[src/assert_macros.svh]
// assertion macros used by motor_pd_current_control_ff.sv
`ifndef ASSERT_MACROS_SVH
`define ASSERT_MACROS_SVH

// clocked assertion, disabled while reset is asserted
`define MPD_ASSERT(lbl, clk, rstn, prop) \
    lbl: assert property (@(posedge clk) disable iff (!rstn) prop) \
        else $error("mpdcc assertion failed");

// clocked assertion that is also checked during reset
`define MPD_ASSERT_NR(lbl, clk, prop) \
    lbl: assert property (@(posedge clk) prop) \
        else $error("mpdcc assertion failed");

`endif

[src/mpdcc_pkg.sv]
// types and constants of the pd current controller
package mpdcc_pkg;

    localparam int CFG_ADDR_W = 5;
    localparam int CFG_DATA_W = 32;

    typedef enum logic [2:0] {
        REG_POSITION_GAIN        = 3'd0,
        REG_DAMPING_GAIN         = 3'd1,
        REG_FEEDFORWARD_CURRENT  = 3'd2,
        REG_RUNNING_RATIO        = 3'd3,
        REG_BREAKAWAY_ENTER_RPM  = 3'd4,
        REG_BREAKAWAY_EXIT_RPM   = 3'd5,
        REG_ACTIVE_RPM_THRESHOLD = 3'd6,
        REG_POSITION_ERROR_LIMIT = 3'd7
    } reg_idx_t;

    typedef struct packed {
        logic [15:0] position_gain;
        logic [15:0] damping_gain;
        logic [14:0] feedforward_current;
        logic [8:0]  running_ratio;
        logic [14:0] breakaway_enter_rpm;
        logic [14:0] breakaway_exit_rpm;
        logic [14:0] active_rpm_threshold;
        logic [19:0] position_error_limit;
    } cfg_t;

    localparam logic [8:0] RUNNING_RATIO_RST = 9'd256;

    typedef enum logic [1:0] {
        PATH_OFFLINE    = 2'd0,
        PATH_BRAKE_DONE = 2'd1,
        PATH_BRAKING    = 2'd2,
        PATH_TRACKING   = 2'd3
    } path_t;

    typedef enum logic [1:0] {
        SIGN_ZERO = 2'b00,
        SIGN_POS  = 2'b01,
        SIGN_NEG  = 2'b11
    } tsign_t;

    // setpoint advance per rpm and microsecond of period: 384 * 2^16 / 10^6, reduced by 64
    localparam longint unsigned RATE_NUM = 64'd384 * 64'd65536 / 64'd64;
    localparam longint unsigned RATE_DEN = 64'd1000000 / 64'd64;

    // rounding divide floor((2x + den) / (2 den)) done as a reciprocal multiply
    localparam longint unsigned RND_DIV   = 2 * RATE_DEN;
    localparam int              RND_SHIFT = 45;
    localparam int              RND_MUL_W = 31;
    localparam longint unsigned RND_MUL   = ((64'd1 << RND_SHIFT) + RND_DIV - 64'd1) / RND_DIV;

    localparam int SP_W   = 48;
    localparam int FRAC_W = 16;

endpackage

[src/mpdcc_regs.sv]
// apb configuration register file of the pd current controller
module mpdcc_regs (
    input  logic                                 aclk,
    input  logic                                 aresetn,
    input  logic                                 psel,
    input  logic                                 penable,
    input  logic                                 pwrite,
    input  logic [mpdcc_pkg::CFG_ADDR_W-1:0]     paddr,
    input  logic [mpdcc_pkg::CFG_DATA_W-1:0]     pwdata,
    output logic [mpdcc_pkg::CFG_DATA_W-1:0]     prdata,
    output logic                                 pready,
    output mpdcc_pkg::cfg_t                      cfg
);

    mpdcc_pkg::cfg_t     cfg_reg;
    mpdcc_pkg::reg_idx_t idx;
    logic                wr_en;

    assign idx    = mpdcc_pkg::reg_idx_t'(paddr[4:2]);
    assign wr_en  = psel && penable && pwrite;
    assign pready = 1'b1;
    assign cfg    = cfg_reg;

    always_ff @(posedge aclk) begin
        if (!aresetn) begin
            cfg_reg                      <= '0;
            cfg_reg.running_ratio        <= mpdcc_pkg::RUNNING_RATIO_RST;
        end else if (wr_en) begin
            unique case (idx)
                mpdcc_pkg::REG_POSITION_GAIN: begin
                    cfg_reg.position_gain <= pwdata[15:0];
                end
                mpdcc_pkg::REG_DAMPING_GAIN: begin
                    cfg_reg.damping_gain <= pwdata[15:0];
                end
                mpdcc_pkg::REG_FEEDFORWARD_CURRENT: begin
                    cfg_reg.feedforward_current <= pwdata[14:0];
                end
                mpdcc_pkg::REG_RUNNING_RATIO: begin
                    cfg_reg.running_ratio <= pwdata[8:0];
                end
                mpdcc_pkg::REG_BREAKAWAY_ENTER_RPM: begin
                    cfg_reg.breakaway_enter_rpm <= pwdata[14:0];
                end
                mpdcc_pkg::REG_BREAKAWAY_EXIT_RPM: begin
                    cfg_reg.breakaway_exit_rpm <= pwdata[14:0];
                end
                mpdcc_pkg::REG_ACTIVE_RPM_THRESHOLD: begin
                    cfg_reg.active_rpm_threshold <= pwdata[14:0];
                end
                mpdcc_pkg::REG_POSITION_ERROR_LIMIT: begin
                    cfg_reg.position_error_limit <= pwdata[19:0];
                end
            endcase
        end
    end

    always_comb begin
        unique case (idx)
            mpdcc_pkg::REG_POSITION_GAIN:        prdata = 32'(cfg_reg.position_gain);
            mpdcc_pkg::REG_DAMPING_GAIN:         prdata = 32'(cfg_reg.damping_gain);
            mpdcc_pkg::REG_FEEDFORWARD_CURRENT:  prdata = 32'(cfg_reg.feedforward_current);
            mpdcc_pkg::REG_RUNNING_RATIO:        prdata = 32'(cfg_reg.running_ratio);
            mpdcc_pkg::REG_BREAKAWAY_ENTER_RPM:  prdata = 32'(cfg_reg.breakaway_enter_rpm);
            mpdcc_pkg::REG_BREAKAWAY_EXIT_RPM:   prdata = 32'(cfg_reg.breakaway_exit_rpm);
            mpdcc_pkg::REG_ACTIVE_RPM_THRESHOLD: prdata = 32'(cfg_reg.active_rpm_threshold);
            mpdcc_pkg::REG_POSITION_ERROR_LIMIT: prdata = 32'(cfg_reg.position_error_limit);
        endcase
    end

endmodule

[config.mk]
export PLATFORM = sky130hd
export DESIGN_NAME = mpdcc_regs
export DESIGN_NICKNAME = d
export VERILOG_FILES = /design/src/assert_macros.svh /design/src/mpdcc_pkg.sv /design/src/mpdcc_regs.sv
export SDC_FILE = /design/constraint.sdc
export NUM_CORES = 1
export LEC_CHECK = 0
export BUFFER_PORTS_ARGS = -buffer_cell sky130_fd_sc_hd__buf_2
export CAP_MARGIN = 30
export CORE_MARGIN = 2
export CORE_UTILIZATION = 35
export DETAILED_ROUTE_END_ITERATION = 8
export PLACE_DENSITY = 0.59
export SETUP_SLACK_MARGIN = 0.1
export SYNTH_ARGS = -nofsm -noshare
export SYNTH_HDL_FRONTEND = slang
export SYNTH_SLANG_ARGS = --single-unit
[constraint.sdc]
create_clock -name aclk -period 1.4 [get_ports aclk]
set_clock_uncertainty 0.1 [all_clocks]
set_input_delay 0.21 -clock aclk [delete_from_list [all_inputs] [get_ports aclk]]
set_output_delay 0.21 -clock aclk [all_outputs]
set_load 0.03 [all_outputs]
# Word-level counts from Yosys, hierarchy flattened
# Cells that the tools add are included.
[classes] reduce_logical=11 div=0 n_mux=1 shift=0 n_bitwise=0 n_mul=0 order_cmp=0 addsub=0 n_eq_ne=7
[op_table] operator="32-bit case mux with 8 select lines" count=1
[op_table] operator="2-bit AND reduction" count=8
[op_table] operator="3-bit equality test, second input constant" count=4
[op_table] operator="3-bit by 2-bit equality test with 1-bit output, second input constant" count=2
[op_table] operator="3-bit by 1-bit equality test with 1-bit output, second input constant" count=1
[op_table] operator="3-bit logical NOT" count=1
[op_table] operator="1-bit logical AND" count=2
[word_totals] ff_bits=121 input_bits=42 ram_bits=0 latchBits=0 rom_bits=0 mem_count=0 word_cells=27

# Depth between registers and ports, before layout
[logic_depth] word_depth=3 ltp_mapped=7 mapped_depth_nobuf=4

# Least setup slack after synthesis
# Ideal clock, no wire load.
[synth_path] kind="input to output" from="input paddr[2] in the netlist's numbering" to="output prdata[15] in the netlist's numbering" required_time_ns=1.090 path_stages=5 setup_slack_ns=-0.492 arrival_time_ns=1.582 path_buffers=3 path_cell_list="buf_4 buf_4 buf_4 mux2i_1 o31ai_1"
[synth_via] elab_chain_len=2
[synth_rtl] element="start: declaration" line_no="mpdcc_regs.sv:8" source="input logic [mpdcc_pkg::CFG_ADDR_W-1:0] paddr,"
[synth_rtl] element="3-bit equality test, or another cell as far along" line_no="mpdcc_regs.sv:59" source="unique case (idx)"
[synth_rtl] element="32-bit case mux with 8 select lines (*)" line_no="mpdcc_regs.sv:59"
[synth_rtl] element="end: declaration" line_no="mpdcc_regs.sv:10" source="output logic [mpdcc_pkg::CFG_DATA_W-1:0] prdata,"
# Mark *: on every way between the ends. The rest lies on a longest branch, timed or not. The select of a mux whose other input is x is not followed.

# Worst setup path after layout
[layout_path] from="register cfg_reg, in the netlist cfg[20]" to="output prdata[0] in the netlist's numbering"
[layout_via] elab_chain_len=1
[layout_rtl] element="start: declaration" line_no="mpdcc_regs.sv:15" source="mpdcc_pkg::cfg_t cfg_reg;"
[layout_rtl] element="32-bit case mux with 8 select lines" line_no="mpdcc_regs.sv:59"
# No other way between the ends. The select of a mux whose other input is x is not followed.

==> run_summary.xml <==
<?xml version="1.0" encoding="UTF-8"?>
<metrics>
  <group name="run_status">
    <metric name="status" unit="">complete, but fails checks</metric>
    <metric name="violated_checks" unit="">setup timing</metric>
  </group>
  <group name="cts">
    <metric name="ctsHtreeMaxLevel" unit="">4</metric>
    <metric name="cts_tree" unit="">yes</metric>
    <metric name="clockRootBuffer" unit="">clkbuf_16</metric>
    <metric name="number_of_buffers_inserted_during_clock_tree_synthesis" unit="">17</metric>
    <metric name="tritoncts_num_sinks" unit="">121</metric>
    <metric name="clockBufferDepth" unit="">2</metric>
    <metric name="path_clk_slew" unit="ns">0.06</metric>
    <metric name="clk-insertion-delay-late" unit="ns">0.42</metric>
  </group>
  <group name="placement">
    <metric name="gp_congestion" unit="">0.870</metric>
    <metric name="post-dp-hpwl" unit="um">15300</metric>
    <metric name="io_buffers" unit="">168</metric>
    <metric name="post_dp_cell_area" unit="sq mm">0.00785</metric>
    <metric name="post-place-cells" unit="">1161</metric>
  </group>
  <group name="sta">
    <metric name="final-hold-violation-count" unit="">0</metric>
    <metric name="setup_viol" unit="">17</metric>
    <metric name="final.min_clock_period" unit="ns">1.97</metric>
    <metric name="setup_ws" unit="ns">-0.566</metric>
    <metric name="rsz_0062_raised_after_global_routing" unit="">yes</metric>
    <metric name="maxSlewViolCount" unit="">0</metric>
    <metric name="fin_crit_sh" unit="%">140</metric>
    <metric name="maxClockFrequency" unit="MHz">509</metric>
  </group>
  <group name="yosys">
    <metric name="post_synth_edffs" unit="">0</metric>
    <metric name="leading_register_cell_type_out_of_synthesis" unit="">dfxtp_1</metric>
    <metric name="mappedNetlistArea" unit="sq mm">0.00585</metric>
    <metric name="synth.yosys.seq_area_share" unit="%">41.4</metric>
    <metric name="syn_avg_cell_area" unit="sq um">8.31</metric>
    <metric name="yosys_register_bits" unit="">121</metric>
    <metric name="count_of_mapped_cells_out_of_synthesis" unit="">704</metric>
    <metric name="asyncSetResetFlopFracSynth" unit="%">0</metric>
    <metric name="synthesis.yosys.warnings" unit="">0</metric>
    <metric name="ys_types" unit="">38</metric>
  </group>
  <group name="global_route">
    <metric name="met2_demand_to_capacity_share_in_global_routing" unit="%">40.3</metric>
    <metric name="grt_antenna_before_repair" unit="">0</metric>
    <metric name="grt.total_usage" unit="%">25.1</metric>
    <metric name="via_count_of_the_first_global_routing_pass" unit="">5931</metric>
    <metric name="grt_pass1_wl" unit="um">34200</metric>
    <metric name="grt_start_max_net_pins" unit="">56</metric>
    <metric name="gr-total-overflow" unit="">0</metric>
    <metric name="grt.met1_usage" unit="%">34.1</metric>
    <metric name="grtUsageMet3" unit="%">5.59</metric>
    <metric name="globalRoute.busiestLayer" unit="">met2</metric>
  </group>
  <group name="critical_path">
    <metric name="critical_path_peak_fanout" unit="">2</metric>
    <metric name="cp_cell_sequence" unit="">mux2i_2 -&gt; a221oi_2 -&gt; buf_4 -&gt; a221oi_4 -&gt; nor2_2 -&gt; buf_6</metric>
    <metric name="critical-path-slowest-cell" unit="">dfxtp_2</metric>
    <metric name="timing.critical_path.slowest_cell_delay" unit="ns">0.33</metric>
    <metric name="critical_path.n_buffers_inverters" unit="">2</metric>
    <metric name="cp.arrival" unit="ns">1.66</metric>
    <metric name="cp_endpoint_kind" unit="">output pin</metric>
    <metric name="critPathKind" unit="">flip-flop to output pin</metric>
    <metric name="r2r_cells" unit="">5</metric>
    <metric name="start_kind" unit="">flip-flop</metric>
    <metric name="worstSetupPathDepth" unit="">6</metric>
    <metric name="timing.critical_path.required" unit="ns">1.09</metric>
    <metric name="critPathTopFamily" unit="">flip-flops</metric>
  </group>
  <group name="worst_hold_path">
    <metric name="timing.hold.worst_path_depth" unit="">2</metric>
    <metric name="hold_path.class" unit="">input port to flip-flop</metric>
  </group>
  <group name="power_and_ir_drop">
    <metric name="vdd_ir_drop_max" unit="mV">0.845</metric>
    <metric name="total_power" unit="W">0.00874</metric>
    <metric name="clockPowerShare" unit="%">47.8</metric>
    <metric name="pwr-share-comb" unit="%">12.2</metric>
    <metric name="internal-power" unit="W">0.00651</metric>
    <metric name="power_frac_seq" unit="%">40.0</metric>
    <metric name="leakage" unit="nW">4.14</metric>
    <metric name="pwrdens" unit="mW/mm^2">861</metric>
    <metric name="switching_share" unit="%">25.5</metric>
    <metric name="power.net_switching" unit="W">0.00223</metric>
  </group>
  <group name="detailed_routing">
    <metric name="avgViaCountPerCell" unit="">5.02</metric>
    <metric name="drt_drc_violations_left" unit="">0</metric>
    <metric name="routed_wire_length_per_instance" unit="um">18.7</metric>
    <metric name="detail_route.iter0.violations" unit="">547</metric>
    <metric name="detail_route.first_pass.iterations" unit="">5</metric>
    <metric name="drt_wl_total" unit="um">23100</metric>
    <metric name="routed-via-count" unit="">6198</metric>
    <metric name="detail-route-antenna-nets" unit="">0</metric>
  </group>
  <group name="layout">
    <metric name="num-nets-final" unit="">1044</metric>
    <metric name="area.growth.synth_to_final" unit="%">73.5</metric>
    <metric name="flip_flop_count_of_the_largest_register_all_copies_and_words_added" unit="">121</metric>
    <metric name="total_inserted_antenna_cells" unit="">0</metric>
    <metric name="instances_no_fill" unit="">1235</metric>
    <metric name="stdcell_area" unit="sq mm">0.0102</metric>
    <metric name="drive_gt1_share" unit="%">51.9</metric>
  </group>
  <group name="floorplanning">
    <metric name="num_io_pins" unit="">196</metric>
    <metric name="core_area" unit="sq mm">0.0165</metric>
    <metric name="die_w" unit="um">133</metric>
    <metric name="std_cell_rows" unit="">47</metric>
    <metric name="start_util" unit="%">35.5</metric>
    <metric name="fp.dieArea" unit="sq mm">0.0178</metric>
    <metric name="floorplan.die.height" unit="um">133</metric>
  </group>
  <group name="flow_run">
    <metric name="maxCapViolations" unit="">0</metric>
  </group>
</metrics>
==> per-layer routing <==
metal | part of all wire (%) | vias to the layer above
met2 | 49 | 232
met1 | 44 | 3000
li1 | - | 2938
met4 | 1.6 | 0
met3 | 6.0 | 28
met5 | 0 | -
==> through the flow <==
step | setup TNS [ns] | utilization, % | hold WS [ns] | worst slack [ns]
after floorplan | -2.16 | - | 0.245 | -0.174
after global placement | -37.81 | 47.7 | 0.355 | -0.460
after detailed placement | -40.50 | 47.7 | 0.361 | -0.521
after CTS | -5.94 | 59.5 | 0.0000808 | -0.615
after global routing | -6.66 | 61.7 | 0.0217 | -0.631
final | -5.85 | 61.7 | 0.00598 | -0.566
==> cell families (layout without fill, tap and decap cells) <==
logic type             count (synthesis)  in the layout  synth area share, %
AOI/OAI and AO/OA                    189            189                 23.1
DFF                                  121            121                 41.4
buffers and inverters                 87            387                 8.55
other                                  2             13                0.128
muxes                                 42             42                 7.27
and+or+nand+nor                      263            263                 19.6
==> final cells by class <==
| cell class | instances | area (sq um) |
|---|---|---|
| fillers | 1364 | 6310 |
| repair buffers | 344 | 3430 |
| multi-input cells | 507 | 3290 |
| flip-flops and latches | 121 | 2540 |
| clock buffers | 21 | 470 |
| well taps | 220 | 275 |
| clock inverters | 11 | 97.6 |
| inverters | 11 | 41.3 |
==> path summary, 6_finish.rpt <==
check / startpoint / slack, ns / end
setup / recovery: cfg[20] / -0.57 / prdata[0]
hold / removal: aresetn / 0.006 / cfg[86]
setup reg to reg: cfg[34] / 0.40 / cfg[34]
hold reg to reg: cfg[106] / 0.37 / cfg[106]
==> layout by cell type (no fill, tap or decap), drive strengths merged <==
cell type / n
o31ai: 1
nor2b: 17
and2: 1
or2: 6
inv: 11
o21bai: 1
o32a: 1
clkinv: 6
bufinv: 1
or3: 1
o22ai: 8
dfxtp: 121
nand2: 198
conb: 13
clkinvlp: 4
o2bb2ai: 8
a221oi: 12
nand4b: 1
o21ai: 31
a22oi: 4
a22o: 3
a21oi: 7
o22a: 5
nand2b: 3
and3: 4
nand4: 1
mux2: 4
nand3: 2
a21boi: 108
clkbuf: 22
nor2: 29
dlygate4sd3: 13
buf: 330
mux2i: 38
==> Yosys cell counts (all sizes together) (11+ instances only) <==
cell	instances	share of area, %
dfxtp	121	41
nor2b	17	1.8
clkbuf	21	1.4
nand2	198	13
inv	11	0.71
a21boi	108	14
buf	55	6.5
nor2	29	2.7
o21ai	31	2.7
mux2i	38	6.5
a221oi	12	1.8
==> worst reg2reg max path, cell delays in order, from the launching register on <==
cell and delay (ns):
dfxtp_2 0.32, buf_6 0.11, buf_4 0.12, buf_4 0.12, nand2_1 0.04, a21boi_0 0.07
==> power by group through the flow <==
stage | Clock [W] | Sequential, W | Combinational, W
after floorplan | 0 | 0.00361 | 0.000522
after global placement | 0 | 0.00356 | 0.000849
after detailed placement | 0 | 0.00356 | 0.000853
after CTS | 0.00423 | 0.00349 | 0.00102
after global routing | 0.00439 | 0.00350 | 0.00111
final | 0.00418 | 0.00350 | 0.00106
==> what timing repair did <==
action                                 CTS  global route
setup endpoints to repair              130           167
buffers inserted                        16            35
hold buffers                            13             0
endpoints found under the hold margin   34             0
pin swaps                               23            11
gates cloned                             1             0
resized for setup                      387           100
(Power assumes the default switching activity.)
